`src/design/ssca_ram.sv`:
```
// Generic single write port RAM with one registered read port.
module ssca_ram #(
	parameter int WIDTH = 8,
	parameter int DEPTH = 32,
	localparam int AW = (DEPTH > 1) ? $clog2(DEPTH) : 1
) (
	input  logic             clk,
	input  logic             we,
	input  logic [AW-1:0]    waddr,
	input  logic [WIDTH-1:0] wdata,
	input  logic [AW-1:0]    raddr,
	output logic [WIDTH-1:0] rdata
);

	logic [WIDTH-1:0] mem [DEPTH];
	logic [WIDTH-1:0] rdata_q;

	always_ff @(posedge clk) begin
		if (we) begin
			mem[waddr] <= wdata;
		end
		rdata_q <= mem[raddr];
	end

	assign rdata = rdata_q;

endmodule
```
`config.mk`:
```
export PLATFORM = sky130hd
export DESIGN_NAME = ssca_ram
export DESIGN_NICKNAME = d
export VERILOG_FILES = /design/src/design/ssca_ram.sv
export SDC_FILE = /design/constraint.sdc
export NUM_CORES = 1
export LEC_CHECK = 0
export ABC_AREA = 0
export BUFFER_PORTS_ARGS = -buffer_cell sky130_fd_sc_hd__buf_4
export CORE_ASPECT_RATIO = 1.25
export CORE_MARGIN = 1
export CORE_UTILIZATION = 40
export CTS_CLUSTER_DIAMETER = 150
export DETAILED_ROUTE_END_ITERATION = 8
export PLACE_DENSITY = 0.67
export SETUP_SLACK_MARGIN = 0.1
export SLEW_MARGIN = 10
export SYNTH_ARGS = -nofsm -noshare
export SYNTH_HDL_FRONTEND = slang
export SYNTH_SLANG_ARGS = --single-unit
```
`constraint.sdc`:
```
create_clock -name clk -period 3.1 [get_ports clk]
set_input_delay 0.62 -clock clk [delete_from_list [all_inputs] [get_ports clk]]
set_output_delay 0.62 -clock clk [all_outputs]
set_load 0.1 [all_outputs]
```
==> results.tsv, run 1 <==
metric	value	unit
Worst Max-Slew Pin Slew	0.9094	ns
Via density	5.329	
Initial Util	40.89	%
Chip Height	179.3	um
row cnt	64	
via count	4338	
synthesis-to-layout area growth	14.36	%
synth top area cells	edfxtp_1 (76%), mux4_2 (18%), dfxtp_1 (1.6%), nor2_1 (1.2%), mux2_2 (0.90%)	
data arrival time of the worst path	2.56	ns
worst rel slew slack	39.15	%
P_sw	1528	uW
Ys Warns	0	
core region area	24580	um^2
gr busiest metal	met2	
Max IR drop VDD	0.0003485	V
largest family of logic cells by synthesized area	multiplexers	
setup_tns	0	ns
top-level port count	28	
most common cell after layout, fill and taps aside	edfxtp_1	
mean post-synth cell area	24.11	um^2
power share of the sequential group	54.7	%
initial DRC count	365	
fraction of layout cells with a size suffix above 1	35.54	%
ant diodes	0	
Final min period	2.163	ns
global route total overflow	0	
initial antenna violation count	0	
clk_skew	0.01469	ns
fill cell count	1990	
Final setup violation count	0	
Mapped Cells	417	
first-pass GRT wire length	29210	um
Num Clock Sinks	264	
area share of and/or/nand/nor cells after synthesis	2.066	%
Synth Area in Compound Gates	0	%
Hold Crit Class	in -> reg	
maximum fanout along the worst path	23	
xor-xnor portion of the synthesized cell area	0	%
Nets	488	
static leakage	0.003584	uW
Initial DRT Pass Iterations	5	
Highest Clock Rate	462.4	MHz
Crit Path Category	in -> reg	
Resize count post-CTS	0	
Final ANT Viol Nets	0	
Yosys top cell by area	edfxtp_1	
IO Port Bufs	27	
top cell type's share of synthesized area	76.47	%
DP HPWL	12380	um
sequential area share after synthesis	78.06	%
Synth Register Bits	264	
die area	25780	um^2
met2 Use GR	25.81	%
Root Driver	clkbuf_16	
switching share of power	20.97	%
largest net degree at the start of global routing	65	
Routed wire per std cell	23.78	um
Max Cap Viol	0	
final worst-path cycle share	69.76	%
status	completed	
critical path required time	3.49	ns
Post-Route WL	19360	um
internal power	5757	uW
clk_lat worst skew	0.51	ns
final hold viol count	0	
CTS tree	done	
Netlist cell types	15	
CTS hold repair buffers	0	
post-CTS setup buffer count	0	
Adder-Cell Fraction of Synth Area	0	%
Power Density	633.6	nW/um^2
RSZ-0062 raised after global routing	false	
multiplexer share of the synthesized area	18.82	%
placer congestion estimate	0.7385	
die width	143.8	um
CP Capture Type	register	
CTS Buf Count	23	
H-tree Lvls	1	
crit start category	primary input	
grt met1 use	22.11	%
synthesized cell area	10050	um^2
Core Util, Final	46.77	%
Clk pwr share	38.6	%
Synth Net Count	437	
clk buf depth	3	
combinational power share	6.7	%
met3 GRT Util	2.270	%
hold_ws	0.4797	ns
Clock transition at path regs	0.06	ns
Tot GR Track Use	15.87	%
DRC	0	
most frequent cells in the layout	edfxtp_1 (256), mux4_2 (80), buf_4 (42), nor2_1 (33), clkbuf_16 (23)	
fin. max-slew vios	0	
vias in the first global route	4461	
## layout make-up
type                       instances  area [um^2]  share of cell area [%]
clock buffer                      31        635.6                   5.528
clock inverter                    10        106.4                  0.9250
tap                              330        412.9                   3.591
timing repair buffer              46        395.4                   3.439
sequential                       264         7848                   68.26
multi-input combinational        133         2100                   18.26
## cell families (layout without fill, tap and decap cells)
logic type	Yosys count	after routing
and+or+nand+nor	45	45
muxes	88	88
buffers and inverters	20	87
DFF	264	264
## final timing paths
check,startpoint,to,slack (ns),cells past startpoint
worst min-delay path,raddr[3],rdata[7],0.48,2
worst max register to register,mem[31][3],rdata[3],1.28,3
worst max-delay path,raddr[0],rdata[4],0.94,5
worst min register to register,mem[0][7],rdata[7],0.91,3
## stage by stage
step                      cells  setup slack [ns]  cell area, um^2  total power (uW)
after detailed placement    773            0.3676            10760              4560
after global routing        814            0.8544            11500              7491
after floorplan             417            0.6776            10050              4374
after global placement      773            0.3640            10760              4547
after CTS                   814            0.8973            11500              7345
final                       814            0.9373            11500              7284
## per-layer routing
metal  up-vias  routed length, um
met1      2297               8274
met3        31               1001
met5         -                  0
met4         0                510
li1       1877                  -
met2       133               9568
## critical path, stage by stage
cell and delay [ns]:
buf_4 0.25, buf_12 0.25, mux4_2 0.56, mux4_2 0.55, mux2_2 0.29
## flip-flops by register name, summed over array words and instances (netlist names)
signal and flops:
rdata 8, mem 256
## synth_stat cells (all sizes together)
cell type / n
buf: 14
mux4: 80
nand2: 1
nand3: 2
nand3b: 5
dfxtp: 8
or3b: 3
nor2: 33
or3: 1
clkbuf: 6
mux2: 8
edfxtp: 256
## power by group through the flow
| stage | registers, uW | clock network [uW] | logic (uW) |
|---|---|---|---|
| 2_1_floorplan | 4160 | 0 | 211 |
| 3_3_place_gp | 4060 | 0 | 488 |
| 3_5_place_dp | 4060 | 0 | 498 |
| 4_1_cts | 3980 | 2860 | 498 |
| 5_1_grt | 3980 | 2990 | 517 |
| 6_report | 3980 | 2810 | 489 |
Power figures use the tool's default switching activity.
==> inputs of run 2 (changes only) <==
Settings changed: ABC_AREA 0 to 1, PLACE_DENSITY 0.67 to 0.69.
Clock period 3.1 ns to 1.9 ns, I/O delays scaled along.
==> run 2 against run 1 <==
- clock skew grew 0.0023 ns
- cell area up 6.7%
- area after synthesis rose by 7.3%
- non-clock buffer count grew 32
- critical path depth shrank 4
- critical path type is now reg -> out
- highest routed layer unchanged
==> results.tsv, run 2 <==
metric	value	unit	change
H-tree Lvls	1		unchanged
family with the most delay on the worst path	flip-flops		
Post-synth ARST share	0	%	unchanged
maximum fanout along the worst path	1		-96%
clk_skew	0.01703	ns	+0.002342 ns
Nets	995		+100%
Synth Register Bits	264		unchanged
most common cell after layout, fill and taps aside	nand2_1		
Hold Crit Class	in -> reg		
Tot GR Track Use	18.18	%	+2.3 points
clk_lat worst skew	0.53	ns	+0.02 ns
post-CTS setup buffer count	0		unchanged
Chip Height	185.6	um	+3.5%
fin. max-slew vios	0		unchanged
top-level port count	28		unchanged
CP startpoint	rdata[6]		
Resize count post-CTS	0		unchanged
footprint of the multi-input gates	2492	um^2	+19%
Clock transition at path regs	0.06	ns	about the same
critical path required time	1.52	ns	-1.97 ns
synth top area cells	edfxtp_1 (71%), nand2_1 (13%), nand3_1 (9.5%), buf_6 (2.5%), dfxtp_1 (1.5%)		
Post-Route WL	24340	um	+26%
max reg flops	256		unchanged
Bufs and invs on worst path	1		-1
Reg2Reg Launch Point	mem[25][7]		
top-count cell post-synth	nand2_1		
register area	7848	um^2	unchanged
core region area	26260	um^2	+6.8%
Num Clock Sinks	264		unchanged
mean post-synth cell area	11.70	um^2	-51%
CP max stage delay	0.38	ns	-0.18 ns
Yosys top cell by area	edfxtp_1		
clk buf depth	3		unchanged
most frequent cells in the layout	nand2_1 (360), edfxtp_1 (256), nand3_1 (204), buf_4 (72), nor2_1 (32)		
number of enable flip-flop cells after synthesis	256		unchanged
Max Cap Viol	0		unchanged
Mapped Cells	922		+120%
row cnt	66		+3.1%
final worst-path cycle share	83.63	%	
Synth Net Count	942		+120%
worst rel slew slack	64.71	%	+26 points
hold_ws	0.1681	ns	-0.3116 ns
CTS Buf Count	25		+8.7%
crit start category	register		
vias in the first global route	6754		+51%
CTS hold repair buffers	0		unchanged
most used flip-flop cell after synthesis	edfxtp_1		
Routed wire per std cell	18.25	um	-23%
Final setup violation count	0		unchanged
CP cell instances	buf_4		
setup_tns	0	ns	unchanged
Final ANT Viol Nets	0		unchanged
CP Capture Type	output port		
Final min period	1.589	ns	
initial antenna violation count	0		unchanged
synthesis-to-layout area growth	13.69	%	
IO Port Bufs	27		unchanged
placer congestion estimate	0.8197		+11%
Initial DRT Pass Iterations	5		unchanged
Worst Max-Slew Pin Slew	0.5287	ns	-0.3807 ns
Ys Warns	0		unchanged
die width	148.9	um	+3.5%
via count	6932		+60%
global route total overflow	0		unchanged
Initial Util	41.08	%	+0.18 points
die area	27630	um^2	+7.2%
Hold Path Depth	3		+1
DP HPWL	14480	um	+17%
Highest Clock Rate	629.4	MHz	
fin cells	1334		+64%
Post-Place Cells	1288		+67%
status	completed		
data arrival time of the worst path	1.21	ns	-1.35 ns
final hold viol count	0		unchanged
fill cell count	2323		+17%
CTS tree	done		
Max IR drop VDD	0.0006009	V	+72%
Crit Path Category	reg -> out		
Root Driver	clkbuf_16		
Power Density	1003	nW/um^2	+58%
synthesized cell area	10790	um^2	+7.3%
top cell type's share of synthesized area	71.27	%	-5.2 points
first-pass GRT wire length	37850	um	+30%
RSZ-0062 raised after global routing	false		
sequential area share after synthesis	72.75	%	-5.3 points
CP max stage cell	dfxtp_1		
top cells by count, synth	nand2_1 (360), edfxtp_1 (256), nand3_1 (204), nor2_1 (32), buf_6 (24)		
CP Depth	1		-4
worst-case reg-to-reg path depth	8		+5
DRC	0		unchanged
static leakage	0.004581	uW	+28%
largest net degree at the start of global routing	67		+3.1%
Netlist cell types	12		-3
Biggest register	mem		
ant diodes	0		unchanged
Worst Min Path Start	raddr[4]		
fraction of layout cells with a size suffix above 1	11.57	%	-24 points
initial DRC count	731		+100%
Via density	5.196		-2.5%
[run 2: kinds of logic (layout without fill, tap and decap cells)]
kind of cell           Yosys count  after routing  synth area share [%]
buffers and inverters           62            134                 4.141
flip-flops                     264            264                 72.75
AND/OR/NAND/NOR                596            596                 23.11
[run 2: cell type report]
type                       instances  share of cell area, %
clock buffer                      33                  5.346
sequential                       264                  63.99
timing repair buffer              78                  5.387
multi-input combinational        596                  20.32
inverter                          10                 0.3163
tap                              340                  3.469
clock inverter                    13                  1.163
[run 2: final timing paths]
kind,to,slack (ns)
hold / removal,rdata[1],0.17
hold reg to reg,rdata[7],0.77
setup reg to reg,rdata[7],0.74
setup / recovery,rdata[6],0.31
[run 2: routing by layer]
layer / vias to the layer above / wire length, um / global-route usage, %
met1: 3311 / 9755 / 22.51
met4: 0 / 671 / 6.898
met2: 272 / 12310 / 32.19
met3: 47 / 1602 / 2.377
li1: 3302 / - / -
met5: - / 0 / 0
[run 2: power by group]
part	total [uW]	internal, uW	leakage [uW]	switching (uW)
Sequential	6500	6470	0.00237	26.1
Combinational	949	243	0.00182	705
Clock	4860	2840	0.000389	2020
[run 2: through the flow]
stage	setup slack, ns	instance area (um^2)	util, %	power (uW)
floorplan	0.4860	10790	-	7234
detailed placement	0.2293	11460	43.66	7570
finish	0.3111	12260	46.70	12300
global route	0.2729	12260	46.70	12660
CTS	0.2713	12260	46.70	12360
global placement	0.2576	11460	43.66	7557
==> inputs of run 3 (changes only) <==
Clock period 1.9 ns to 1.3 ns, I/O delays scaled along.
==> run 3 against run 2 <==
- the run now ends with negative setup slack left
- sequential power is 47% higher
- sequential cell count did not move
- total power is 47% higher
- critical path type unchanged
- largest cell class unchanged
==> results.tsv, run 3 (synthesized netlist as in run 2, its figures left out) <==
metric	value	unit	change
CTS Buf Count	23		-8.0%
R2R Setup Slk	0.17	ns	-0.57 ns
Post-Place Cells	1304		+1.2%
maximum fanout along the worst path	1		unchanged
Initial DRT Pass Iterations	5		unchanged
Tot GR Track Use	19.36	%	+1.2 points
Nets	1009		+1.4%
fin. max-slew vios	0		unchanged
FF-to-FF End	rdata[2]		
row cnt	66		unchanged
Crit Path Category	reg -> out		
final hold viol count	0		unchanged
top-level port count	28		unchanged
most common cell after layout, fill and taps aside	nand2_1		
Clock transition at path regs	0.07	ns	about the same
initial antenna violation count	0		unchanged
first-pass GRT wire length	40050	um	+5.8%
IO Port Bufs	27		unchanged
crit start category	register		
status	complete, but fails checks		
ant diodes	0		unchanged
RSZ-0062 raised after global routing	true		
Post-Route WL	25670	um	+5.5%
clk_skew	0.009767	ns	-0.007262 ns
failing checks	negative setup slack		
CTS tree	done		
global route total overflow	0		unchanged
max reg flops	256		unchanged
initial DRC count	734		+0.41%
Core Util, Final	48.05	%	+1.3 points
H-tree Lvls	1		unchanged
Hold Crit Class	in -> reg		
Final min period	1.343	ns	
worst rel slew slack	71.49	%	+6.8 points
Max Cap Viol	0		unchanged
Final ANT Viol Nets	0		unchanged
CP max stage delay	0.39	ns	about the same
die width	148.9	um	unchanged
Hold Path Depth	3		unchanged
final worst-path cycle share	103.3	%	
family with the most delay on the worst path	flip-flops		
Bufs and invs on worst path	1		unchanged
CP Capture Type	output port		
placer congestion estimate	0.8178		-0.23%
Biggest register	mem		
worst slack at placement	-0.2360	ns	-0.4653 ns
Chip Height	185.6	um	unchanged
Root Driver	clkbuf_16		
clk buf depth	3		unchanged
final worst slack	-0.04298	ns	-0.3541 ns
worst-case reg-to-reg path depth	8		unchanged
fraction of layout cells with a size suffix above 1	14.44	%	+2.9 points
Worst Min Path Start	raddr[4]		
Initial Util	41.08	%	unchanged
via count	7006		+1.1%
Via density	5.213		+0.32%
Worst Max-Slew Pin Slew	0.4276	ns	-0.1012 ns
CP max stage cell	dfxtp_4		
Reg2Reg Launch Point	mem[21][2]		
Highest Clock Rate	744.6	MHz	
DP HPWL	15950	um	+10%
largest net degree at the start of global routing	33		-51%
most frequent cells in the layout	nand2_1 (360), edfxtp_1 (256), nand3_1 (199), buf_4 (71), nor2_1 (30)		
synthesis-to-layout area growth	16.97	%	
data arrival time of the worst path	1.08	ns	-0.13 ns
CP cell instances	buf_12		
core region area	26260	um^2	unchanged
clk_lat worst skew	0.51	ns	-0.02 ns
Power Density	1433	nW/um^2	+43%
Routed wire per std cell	19.10	um	+4.7%
vias in the first global route	6991		+3.5%
fin cells	1344		+0.75%
die area	27630	um^2	unchanged
static leakage	0.004731	uW	+3.3%
Num Clock Sinks	264		unchanged
Max IR drop VDD	0.0008132	V	+35%
critical path required time	1.04	ns	-0.48 ns
Final setup violation count	8		+8
Hold Crit Endpoint	rdata[1]		
DRC	0		unchanged
[run 3: layout make-up]
class | count | area [um^2]
Clock inverter | 14 | 177.7
Inverter | 10 | 38.79
Clock buffer | 26 | 586.8
Multi-Input combinational cell | 596 | 2522
Tap cell | 340 | 425.4
Timing Repair Buffer | 94 | 993.5
Sequential cell | 264 | 7873
Fill cell | 2287 | 13640
[run 3: how the worst max path moves through the flow]
stage	slack [ns]	depth (start not counted)	end	start
6_report	-0.04	1	rdata[7]	rdata[7]
5_1_grt	-0.06	1	rdata[1]	rdata[1]
4_1_cts	-0.05	1	rdata[1]	rdata[1]
3_5_place_dp	-0.24	11	rdata[5]	raddr[0]
3_3_place_gp	-0.24	11	rdata[1]	raddr[0]
2_1_floorplan	0.006	3	mem[0][0]	waddr[0]
[run 3: timing repair]
| action | in CTS | in global routing |
|---|---|---|
| setup endpoints to repair | 8 | 12 |
| setup buffers | 0 | 0 |
| hold buffers | 0 | 0 |
| gates resized for setup | 38 | 5 |
[run 3: where the power goes]
group	total (uW)	switching, uW	internal [uW]
clock	6990	2940	4050
sequential	9530	74.4	9460
combinational	1550	1050	499
total	18100	4070	14000
[run 3: stage by stage]
step	total power [uW]	cell area, um^2	hold WS [ns]	setup TNS (ns)
detailed placement	11160	11700	0.5839	-11.89
global placement	11140	11700	0.5858	-8.825
CTS	18150	12590	0.05188	-0.2519
floorplan	10570	10790	0.3589	0
finish	18080	12620	0.07245	-0.1804
global route	18620	12620	0.07832	-0.3522
[run 3: per-layer routing]
metal / part of all wire (%) / global-route usage, %
met4: 3.3 / 7.429
met5: 0 / 0
met2: 51 / 34.23
met1: 40 / 24.02
met3: 5.7 / 2.500
